File: src/esw_pkg.sv
// ----------------------------------------------------------------------------
// esw_pkg
// Shared types and codes for the EMSI sequence waiter.
// ----------------------------------------------------------------------------
package esw_pkg;

    localparam int SEQ_LEN   = 12;
    localparam int CNT_W     = $clog2(SEQ_LEN + 1);
    localparam int CHAR_W    = 7;

    typedef logic [CHAR_W-1:0]             t_char;
    typedef logic [SEQ_LEN-1:0][CHAR_W-1:0] t_word;

    // item kinds
    localparam logic [2:0] KIND_BYTE    = 3'd0;
    localparam logic [2:0] KIND_TICK    = 3'd1;
    localparam logic [2:0] KIND_LINEERR = 3'd2;
    localparam logic [2:0] KIND_MTIMEOUT = 3'd3;
    localparam logic [2:0] KIND_START   = 3'd4;

    // verdicts
    localparam logic [2:0] VERDICT_WAIT    = 3'd0;
    localparam logic [2:0] VERDICT_ACK     = 3'd1;
    localparam logic [2:0] VERDICT_RESEND  = 3'd2;
    localparam logic [2:0] VERDICT_RESTART = 3'd3;
    localparam logic [2:0] VERDICT_FAIL    = 3'd4;

    // send requests
    localparam logic [1:0] SEND_NONE = 2'd0;
    localparam logic [1:0] SEND_INQ  = 2'd1;
    localparam logic [1:0] SEND_ACK  = 2'd2;

    // configuration register indexes
    localparam int CFG_IDX_W = 2;
    localparam logic [CFG_IDX_W-1:0] CFG_CALLER_MODE = 2'd0;
    localparam logic [CFG_IDX_W-1:0] CFG_SHORT_SYNC  = 2'd1;
    localparam logic [CFG_IDX_W-1:0] CFG_LONG_SYNC   = 2'd2;
    localparam int CFG_DATA_W = 8;

    localparam logic [7:0] SHORT_SYNC_RST = 8'd10;
    localparam logic [7:0] LONG_SYNC_RST  = 8'd20;

    typedef struct packed {
        logic [2:0] kind;
        logic [7:0] rx_byte;
        logic       retry_flag;
    } t_in_item;

    typedef struct packed {
        logic [2:0] verdict;
        logic [1:0] send_request;
        logic       unexpected_seq;
        logic       bad_char;
    } t_out_item;

    typedef struct packed {
        logic       caller_mode;
        logic [7:0] short_sync_ticks;
        logic [7:0] long_sync_ticks;
    } t_cfg;

    typedef struct packed {
        logic req;
        logic ack;
        logic nak;
        logic inq;
        logic dat;
    } t_word_hits;

endpackage

File: src/emsi_sequence_waiter.sv
// ----------------------------------------------------------------------------
// emsi_sequence_waiter
// Watches the line after an EMSI data packet and decides what happens next.
// ----------------------------------------------------------------------------
// Takes one item per clock unless held by o_in_stall, and gives one result per
// item. Each item passes an input register, one pass of classify-and-update
// logic and a result register, from which its result is offered. The result
// register frees as it is taken, so a stalled output holds back input only
// while both registers are full. Configuration writes apply on the next cycle.
module emsi_sequence_waiter
    import esw_pkg::*;
(
    input  logic                  i_clk,
    input  logic                  i_rst_n,
    input  logic                  i_in_valid,
    output logic                  o_in_stall,
    input  t_in_item              i_in_item,
    output logic                  o_out_valid,
    input  logic                  i_out_stall,
    output t_out_item             o_out_item,
    input  logic                  i_cfg_we,
    input  logic [CFG_IDX_W-1:0]  i_cfg_index,
    input  logic [CFG_DATA_W-1:0] i_cfg_data
);

    t_cfg      r_cfg;
    logic      r_in_valid;
    t_in_item  r_in_item;
    logic      r_out_valid;
    t_out_item r_out_item;
    t_out_item n_result;
    logic      out_free;
    logic      fire;
    logic      accept;

    assign out_free    = !r_out_valid || !i_out_stall;
    assign fire        = r_in_valid && out_free;
    assign o_in_stall  = r_in_valid && !out_free;
    assign accept      = i_in_valid && !o_in_stall;
    assign o_out_valid = r_out_valid;
    assign o_out_item  = r_out_item;

    always_ff @(posedge i_clk) begin
        if (!i_rst_n) begin
            r_cfg <= '{caller_mode: 1'b0, short_sync_ticks: SHORT_SYNC_RST,
                       long_sync_ticks: LONG_SYNC_RST};
        end else if (i_cfg_we) begin
            case (i_cfg_index)
                CFG_CALLER_MODE: r_cfg.caller_mode      <= i_cfg_data[0];
                CFG_SHORT_SYNC:  r_cfg.short_sync_ticks <= i_cfg_data;
                CFG_LONG_SYNC:   r_cfg.long_sync_ticks  <= i_cfg_data;
                default: begin
                end
            endcase
        end
    end

    always_ff @(posedge i_clk) begin
        if (!i_rst_n) begin
            r_in_valid  <= 1'b0;
            r_out_valid <= 1'b0;
        end else begin
            if (accept) begin
                r_in_valid <= 1'b1;
            end else if (fire) begin
                r_in_valid <= 1'b0;
            end
            if (fire) begin
                r_out_valid <= 1'b1;
            end else if (!i_out_stall) begin
                r_out_valid <= 1'b0;
            end
        end
    end

    always_ff @(posedge i_clk) begin
        if (accept) r_in_item <= i_in_item;
        if (fire)   r_out_item <= n_result;
    end

    esw_core u_core (
        .i_clk    (i_clk),
        .i_rst_n  (i_rst_n),
        .i_fire   (fire),
        .i_item   (r_in_item),
        .i_cfg    (r_cfg),
        .o_result (n_result)
    );

endmodule

File: src/esw_word_match.sv
// ----------------------------------------------------------------------------
// esw_word_match
// Compares a complete upper-cased word against the known EMSI words.
// ----------------------------------------------------------------------------
module esw_word_match
    import esw_pkg::*;
(
    input  t_word      i_word,
    output t_word_hits o_hits
);

    localparam int DAT_LEN = 8;

    localparam t_char WORD_REQ [SEQ_LEN] = '{7'h45, 7'h4D, 7'h53, 7'h49, 7'h5F, 7'h52,
                                             7'h45, 7'h51, 7'h41, 7'h37, 7'h37, 7'h45};
    localparam t_char WORD_ACK [SEQ_LEN] = '{7'h45, 7'h4D, 7'h53, 7'h49, 7'h5F, 7'h41,
                                             7'h43, 7'h4B, 7'h41, 7'h34, 7'h39, 7'h30};
    localparam t_char WORD_NAK [SEQ_LEN] = '{7'h45, 7'h4D, 7'h53, 7'h49, 7'h5F, 7'h4E,
                                             7'h41, 7'h4B, 7'h45, 7'h45, 7'h43, 7'h33};
    localparam t_char WORD_INQ [SEQ_LEN] = '{7'h45, 7'h4D, 7'h53, 7'h49, 7'h5F, 7'h49,
                                             7'h4E, 7'h51, 7'h43, 7'h38, 7'h31, 7'h36};
    localparam t_char WORD_DAT [DAT_LEN] = '{7'h45, 7'h4D, 7'h53, 7'h49, 7'h5F, 7'h44,
                                             7'h41, 7'h54};

    always_comb begin
        o_hits = '{req: 1'b1, ack: 1'b1, nak: 1'b1, inq: 1'b1, dat: 1'b1};
        for (int i = 0; i < SEQ_LEN; i++) begin
            if (i_word[i] != WORD_REQ[i]) o_hits.req = 1'b0;
            if (i_word[i] != WORD_ACK[i]) o_hits.ack = 1'b0;
            if (i_word[i] != WORD_NAK[i]) o_hits.nak = 1'b0;
            if (i_word[i] != WORD_INQ[i]) o_hits.inq = 1'b0;
        end
        for (int i = 0; i < DAT_LEN; i++) begin
            if (i_word[i] != WORD_DAT[i]) o_hits.dat = 1'b0;
        end
    end

endmodule

File: src/esw_core.sv
// ----------------------------------------------------------------------------
// esw_core
// Sequence collector, sync timer and verdict logic; one item per fire.
// ----------------------------------------------------------------------------
module esw_core
    import esw_pkg::*;
(
    input  logic      i_clk,
    input  logic      i_rst_n,
    input  logic      i_fire,
    input  t_in_item  i_item,
    input  t_cfg      i_cfg,
    output t_out_item o_result
);

    localparam logic [7:0] CH_XON  = 8'h11;
    localparam logic [7:0] CH_XOFF = 8'h13;
    localparam logic [7:0] CH_STAR = 8'h2A;

    t_char             r_chars [SEQ_LEN];
    logic [CNT_W-1:0]  r_count, n_count;
    logic              r_in_seq, n_in_seq;
    logic [7:0]        r_sync, n_sync;
    logic              r_nak_seen, n_nak_seen;

    t_char             up_char;
    logic              store;
    logic              closing;
    t_word             word;
    t_word_hits        hits;

    // upper-cased 7-bit character
    always_comb begin
        up_char = i_item.rx_byte[CHAR_W-1:0];
        if (i_item.rx_byte inside {[8'h61:8'h7A]}) begin
            up_char[5] = 1'b0;
        end
    end

    always_comb begin
        for (int i = 0; i < SEQ_LEN - 1; i++) begin
            word[i] = r_chars[i];
        end
        word[SEQ_LEN-1] = up_char;
    end

    esw_word_match u_match (
        .i_word (word),
        .o_hits (hits)
    );

    always_comb begin
        n_count    = r_count;
        n_in_seq   = r_in_seq;
        n_sync     = r_sync;
        n_nak_seen = r_nak_seen;
        store      = 1'b0;
        closing    = 1'b0;
        o_result   = '{verdict: VERDICT_WAIT, send_request: SEND_NONE,
                       unexpected_seq: 1'b0, bad_char: 1'b0};
        case (i_item.kind)
            KIND_START: begin
                n_sync  = i_item.retry_flag ? i_cfg.long_sync_ticks
                                            : i_cfg.short_sync_ticks;
                n_count = '0;
            end
            KIND_TICK: begin
                if (r_sync <= 8'd1) begin
                    n_sync           = '0;
                    o_result.verdict = VERDICT_RESEND;
                end else begin
                    n_sync = r_sync - 8'd1;
                end
            end
            KIND_LINEERR, KIND_MTIMEOUT: begin
                o_result.verdict = VERDICT_FAIL;
            end
            KIND_BYTE: begin
                if (i_item.rx_byte == CH_XON || i_item.rx_byte == CH_XOFF) begin
                    // flow control, dropped
                end else if (i_item.rx_byte == CH_STAR) begin
                    n_count  = '0;
                    n_in_seq = 1'b1;
                end else if (r_in_seq && (i_item.rx_byte inside {[8'h21:8'h7D]})) begin
                    store   = 1'b1;
                    n_count = r_count + CNT_W'(1);
                    closing = (r_count == CNT_W'(SEQ_LEN - 1));
                end else if (r_in_seq) begin
                    n_in_seq          = 1'b0;
                    o_result.bad_char = 1'b1;
                end
            end
            default: begin
            end
        endcase

        if (closing) begin
            n_in_seq = 1'b0;
            if (hits.req) begin
                // keep waiting
            end else if (hits.ack) begin
                o_result.verdict = VERDICT_ACK;
            end else if (hits.nak) begin
                if (!r_nak_seen) o_result.verdict = VERDICT_RESEND;
                n_nak_seen = 1'b1;
            end else if (hits.inq) begin
                o_result.verdict = VERDICT_RESTART;
            end else if (hits.dat) begin
                if (i_cfg.caller_mode) begin
                    o_result.verdict      = VERDICT_RESEND;
                    o_result.send_request = SEND_INQ;
                end else begin
                    o_result.send_request = SEND_ACK;
                end
            end else begin
                o_result.unexpected_seq = 1'b1;
            end
        end
    end

    always_ff @(posedge i_clk) begin
        if (!i_rst_n) begin
            r_count    <= '0;
            r_in_seq   <= 1'b0;
            r_sync     <= '0;
            r_nak_seen <= 1'b0;
        end else if (i_fire) begin
            r_count    <= n_count;
            r_in_seq   <= n_in_seq;
            r_sync     <= n_sync;
            r_nak_seen <= n_nak_seen;
        end
    end

    always_ff @(posedge i_clk) begin
        for (int i = 0; i < SEQ_LEN; i++) begin
            if (i_fire && store && r_count == CNT_W'(i)) begin
                r_chars[i] <= up_char;
            end
        end
    end

endmodule
File: config.mk
export PLATFORM = sky130hd
export DESIGN_NAME = emsi_sequence_waiter
export DESIGN_NICKNAME = d
export VERILOG_FILES = /design/src/esw_pkg.sv /design/src/emsi_sequence_waiter.sv /design/src/esw_word_match.sv /design/src/esw_core.sv
export SDC_FILE = /design/constraint.sdc
export NUM_CORES = 1
export LEC_CHECK = 0
export BUFFER_PORTS_ARGS = -buffer_cell sky130_fd_sc_hd__buf_4
export CAP_MARGIN = 25
export CORE_AREA = 2 2 102 104
export CTS_CLUSTER_DIAMETER = 30
export CTS_CLUSTER_SIZE = 14
export DETAILED_ROUTE_END_ITERATION = 10
export DIE_AREA = 0 0 104 106
export GPL_ROUTABILITY_DRIVEN = 0
export PLACE_DENSITY = 0.81
export SLEW_MARGIN = 20
export SYNTH_ARGS = -nofsm -noshare
export SYNTH_HDL_FRONTEND = slang
export SYNTH_SLANG_ARGS = --single-unit
File: constraint.sdc
create_clock -name i_clk -period 7.3 [get_ports i_clk]
set_clock_uncertainty 0.2 [all_clocks]
set_input_delay 0.73 -clock i_clk [delete_from_list [all_inputs] [get_ports i_clk]]
set_output_delay 0.73 -clock i_clk [all_outputs]
set_load 0.01 [all_outputs]
==> flow_summary.toml <==
[run_status]
outcome = "finished, final reports clean"

[layout]
final_net_count = 472
drive_gt1_frac = 0.175
stdcell_area_mm2 = 0.00634
final_common_cell = "edfxtp_1"
final_cell_mix = "edfxtp_1 (96), buf_4 (37), dfxtp_1 (33), nor2b_1 (27), mux2i_1 (24)"
finish.utilization = 0.634
fill_cells = 735
layoutNonFillerInstCount = 588
area_growth_pct = 18.2
antenna_cells = 0

[routing]
ant_nets = 0
drt_iter0_markers = 238
drt-total-wl_mm = 10.6
routedWlPerCell_um = 18.1
vias_per_cell = 5.96
drc = 0
dr_total_vias = 3504
first_pass_iters = 5

[worst_hold_path]
worst_hold_startpoint = "i_in_item[7]"
min_path_type = "primary input to flop"
min_to = "r_in_item[7]"
holdPathStages = 1

[placed_design]
dp_hpwl_mm = 6.89
dpl_cell_area_mm2 = 0.00577
place_inst = 555
port_buffers = 35

[sta]
finalCriticalPeriod_ps = 3370
rsz0062_at_grt = "no"
drv_slew = 0
fin_crit_sh = 0.461
setup_viol = 0
tns_ps = 0
hold_violations = 0
fmax_ghz = 0.297
tightest_slew_ps = 736
maxSlewHeadroom = 0.505
holdWs_ps = 189

[setup_path]
cp-end-kind = "flop"
r2r-start = "r_in_item[4]"
r2r_cells = 6
crit_required_ps = 7280
r2r_setup_slack_ps = 3930
r2r_end = "u_core.r_chars[0][8]"
cp_max_fo = 17
start_kind = "flop"
worstSetupPathType = "flop to flop"
arrival_ps = 3350

[cts]
post-cts-setup-buffer-count = 0
cts_buffer_depth = 2
cts_buffers = 17
clk_latency_ps = 510
cts_tree = "yes"
cts_num_sinks = 129
clock-root-buffer = "clkbuf_8"
cts_resized = 0
htreeDepth = 4
holdBufCountCts = 0
clk_pin_slew_ps = 60

[synthesis]
yosys_warnings = 0
avgSynthCellArea_um2 = 13.7
synth_edf_count = 96
synth_cells = 391
ys.flop_type = "edfxtp_1"
synth_cell_type_count = 53
syn_nets = 424
synthesis.area_mm2 = 0.00536
synth_seq_cells = 129
ys_async_sr_fraction = 0
yosysSeqAreaShare = 0.661

[power_and_ir_drop]
p_per_area_mw_per_mm2 = 263
peakVddDrop_v = 0.000268
p_leak_nw = 2.25

[floorplan]
die_w_um = 104
die_area_mm2 = 0.0110
start_util = 0.536
placementRows = 37
ioPinCount = 36
coreArea_mm2 = 0.0100
die_h_um = 106

[global_route]
grt_util_all_layers = 0.204
grt_max_degree = 32
overflow = 0
antenna_found_initial = 0
grt_pass1_wl_mm = 17.1
grt_pass1_vias = 3404

[job]
max_cap_viol_count = 0
-- cell usage after synthesis, types with 3 or more instances --
cell / instances / area share
nor4bb_1: 5 / 0.0093
o21ai_0: 12 / 0.011
mux2i_1: 24 / 0.045
o22ai_1: 5 / 0.0058
nand3_1: 9 / 0.0084
and3_1: 3 / 0.0035
and2_1: 12 / 0.014
inv_1: 11 / 0.0077
clkbuf_1: 9 / 0.0063
nor2_1: 14 / 0.0098
and4b_1: 5 / 0.0093
a21boi_0: 3 / 0.0042
nor4_1: 7 / 0.0082
or3_1: 4 / 0.0047
nor2b_1: 27 / 0.031
a22oi_1: 5 / 0.0070
nand4_1: 11 / 0.013
nor4b_1: 6 / 0.0098
o21a_1: 3 / 0.0042
nand3b_1: 4 / 0.0056
nand2_1: 15 / 0.010
dfxtp_1: 33 / 0.12
edfxtp_1: 96 / 0.54
nor3b_1: 8 / 0.011
nor3_1: 14 / 0.013
ha_1: 6 / 0.014
a21oi_1: 5 / 0.0047
-- layer usage --
metal  GRT usage  up-vias  wire (um)
li1            -     1607          -
met4       0.107        0        292
met5           0        -          0
met2       0.313      150       5020
met3      0.0503       28        671
met1       0.271     1719       4660
-- sequential cells by signal, summed over array words and instances, names as in the netlist --
signal / count
r_in_item: 12
u_core.r_sync: 8
u_core.r_nak_seen: 1
o_out_item: 7
u_core.r_in_seq: 1
r_in_valid: 1
r_cfg: 17
o_out_valid: 1
u_core.r_count: 4
u_core.r_chars: 77
-- metrics by stage --
stage,setup slack (ps),total power (W)
finish,3930,0.00167
global route,3720,0.00171
CTS,3950,0.00167
detailed placement,4040,0.000890
global placement,4210,0.000888
floorplan,4710,0.000860
-- final cells by class --
class / instances / area (um2) / share of cell area
sequential: 129 / 3540 / 0.559
clock buffer: 19 / 422 / 0.0665
inverter: 11 / 41.3 / 0.00651
clock inverter: 13 / 138 / 0.0217
timing repair buffer: 38 / 283 / 0.0446
multi-input combinational: 242 / 1740 / 0.275
tap: 136 / 170 / 0.0268
-- how the worst max path moves through the flow --
stage                       from                   end  slack [ps]  depth (start not counted)
detailed placement  r_in_item[3]  u_core.r_chars[3][1]        4040                          6
floorplan           r_in_item[3]  u_core.r_chars[2][0]        4710                          6
CTS                 r_in_item[3]  u_core.r_chars[0][8]        3950                          6
global route        r_in_item[3]  u_core.r_chars[3][3]        3720                          6
global placement    r_in_item[3]  u_core.r_chars[0][3]        4210                          6
finish              r_in_item[4]  u_core.r_chars[0][8]        3930                          6
-- cell families after synthesis --
logic type                 count (synthesis)  synth area share
and+or+nand+nor                          162             0.196
DFF                                      129             0.661
AOI/OAI and AO/OA                         47            0.0656
muxes                                     24            0.0448
buffers and inverters                     20            0.0140
adders and majority gates                  6            0.0140
xor gates and xnor gates                   3           0.00490
-- report_power, final --
part	leakage (nW)	internal [W]	switching (W)
logic	0.838	0.0000301	0.0000290
registers	1.14	0.000799	0.0000175
clock network	0.270	0.000486	0.000306
total	2.25	0.00132	0.000353
-- critical path: stages (launching register included) --
cell and delay, ps:
edfxtp_1 750, or2_2 250, o41ai_1 110, a21oi_1 470
nand3_1 240, nor4_1 580, and2_1 430
Note: power is estimated with default switching activity, not from simulation.
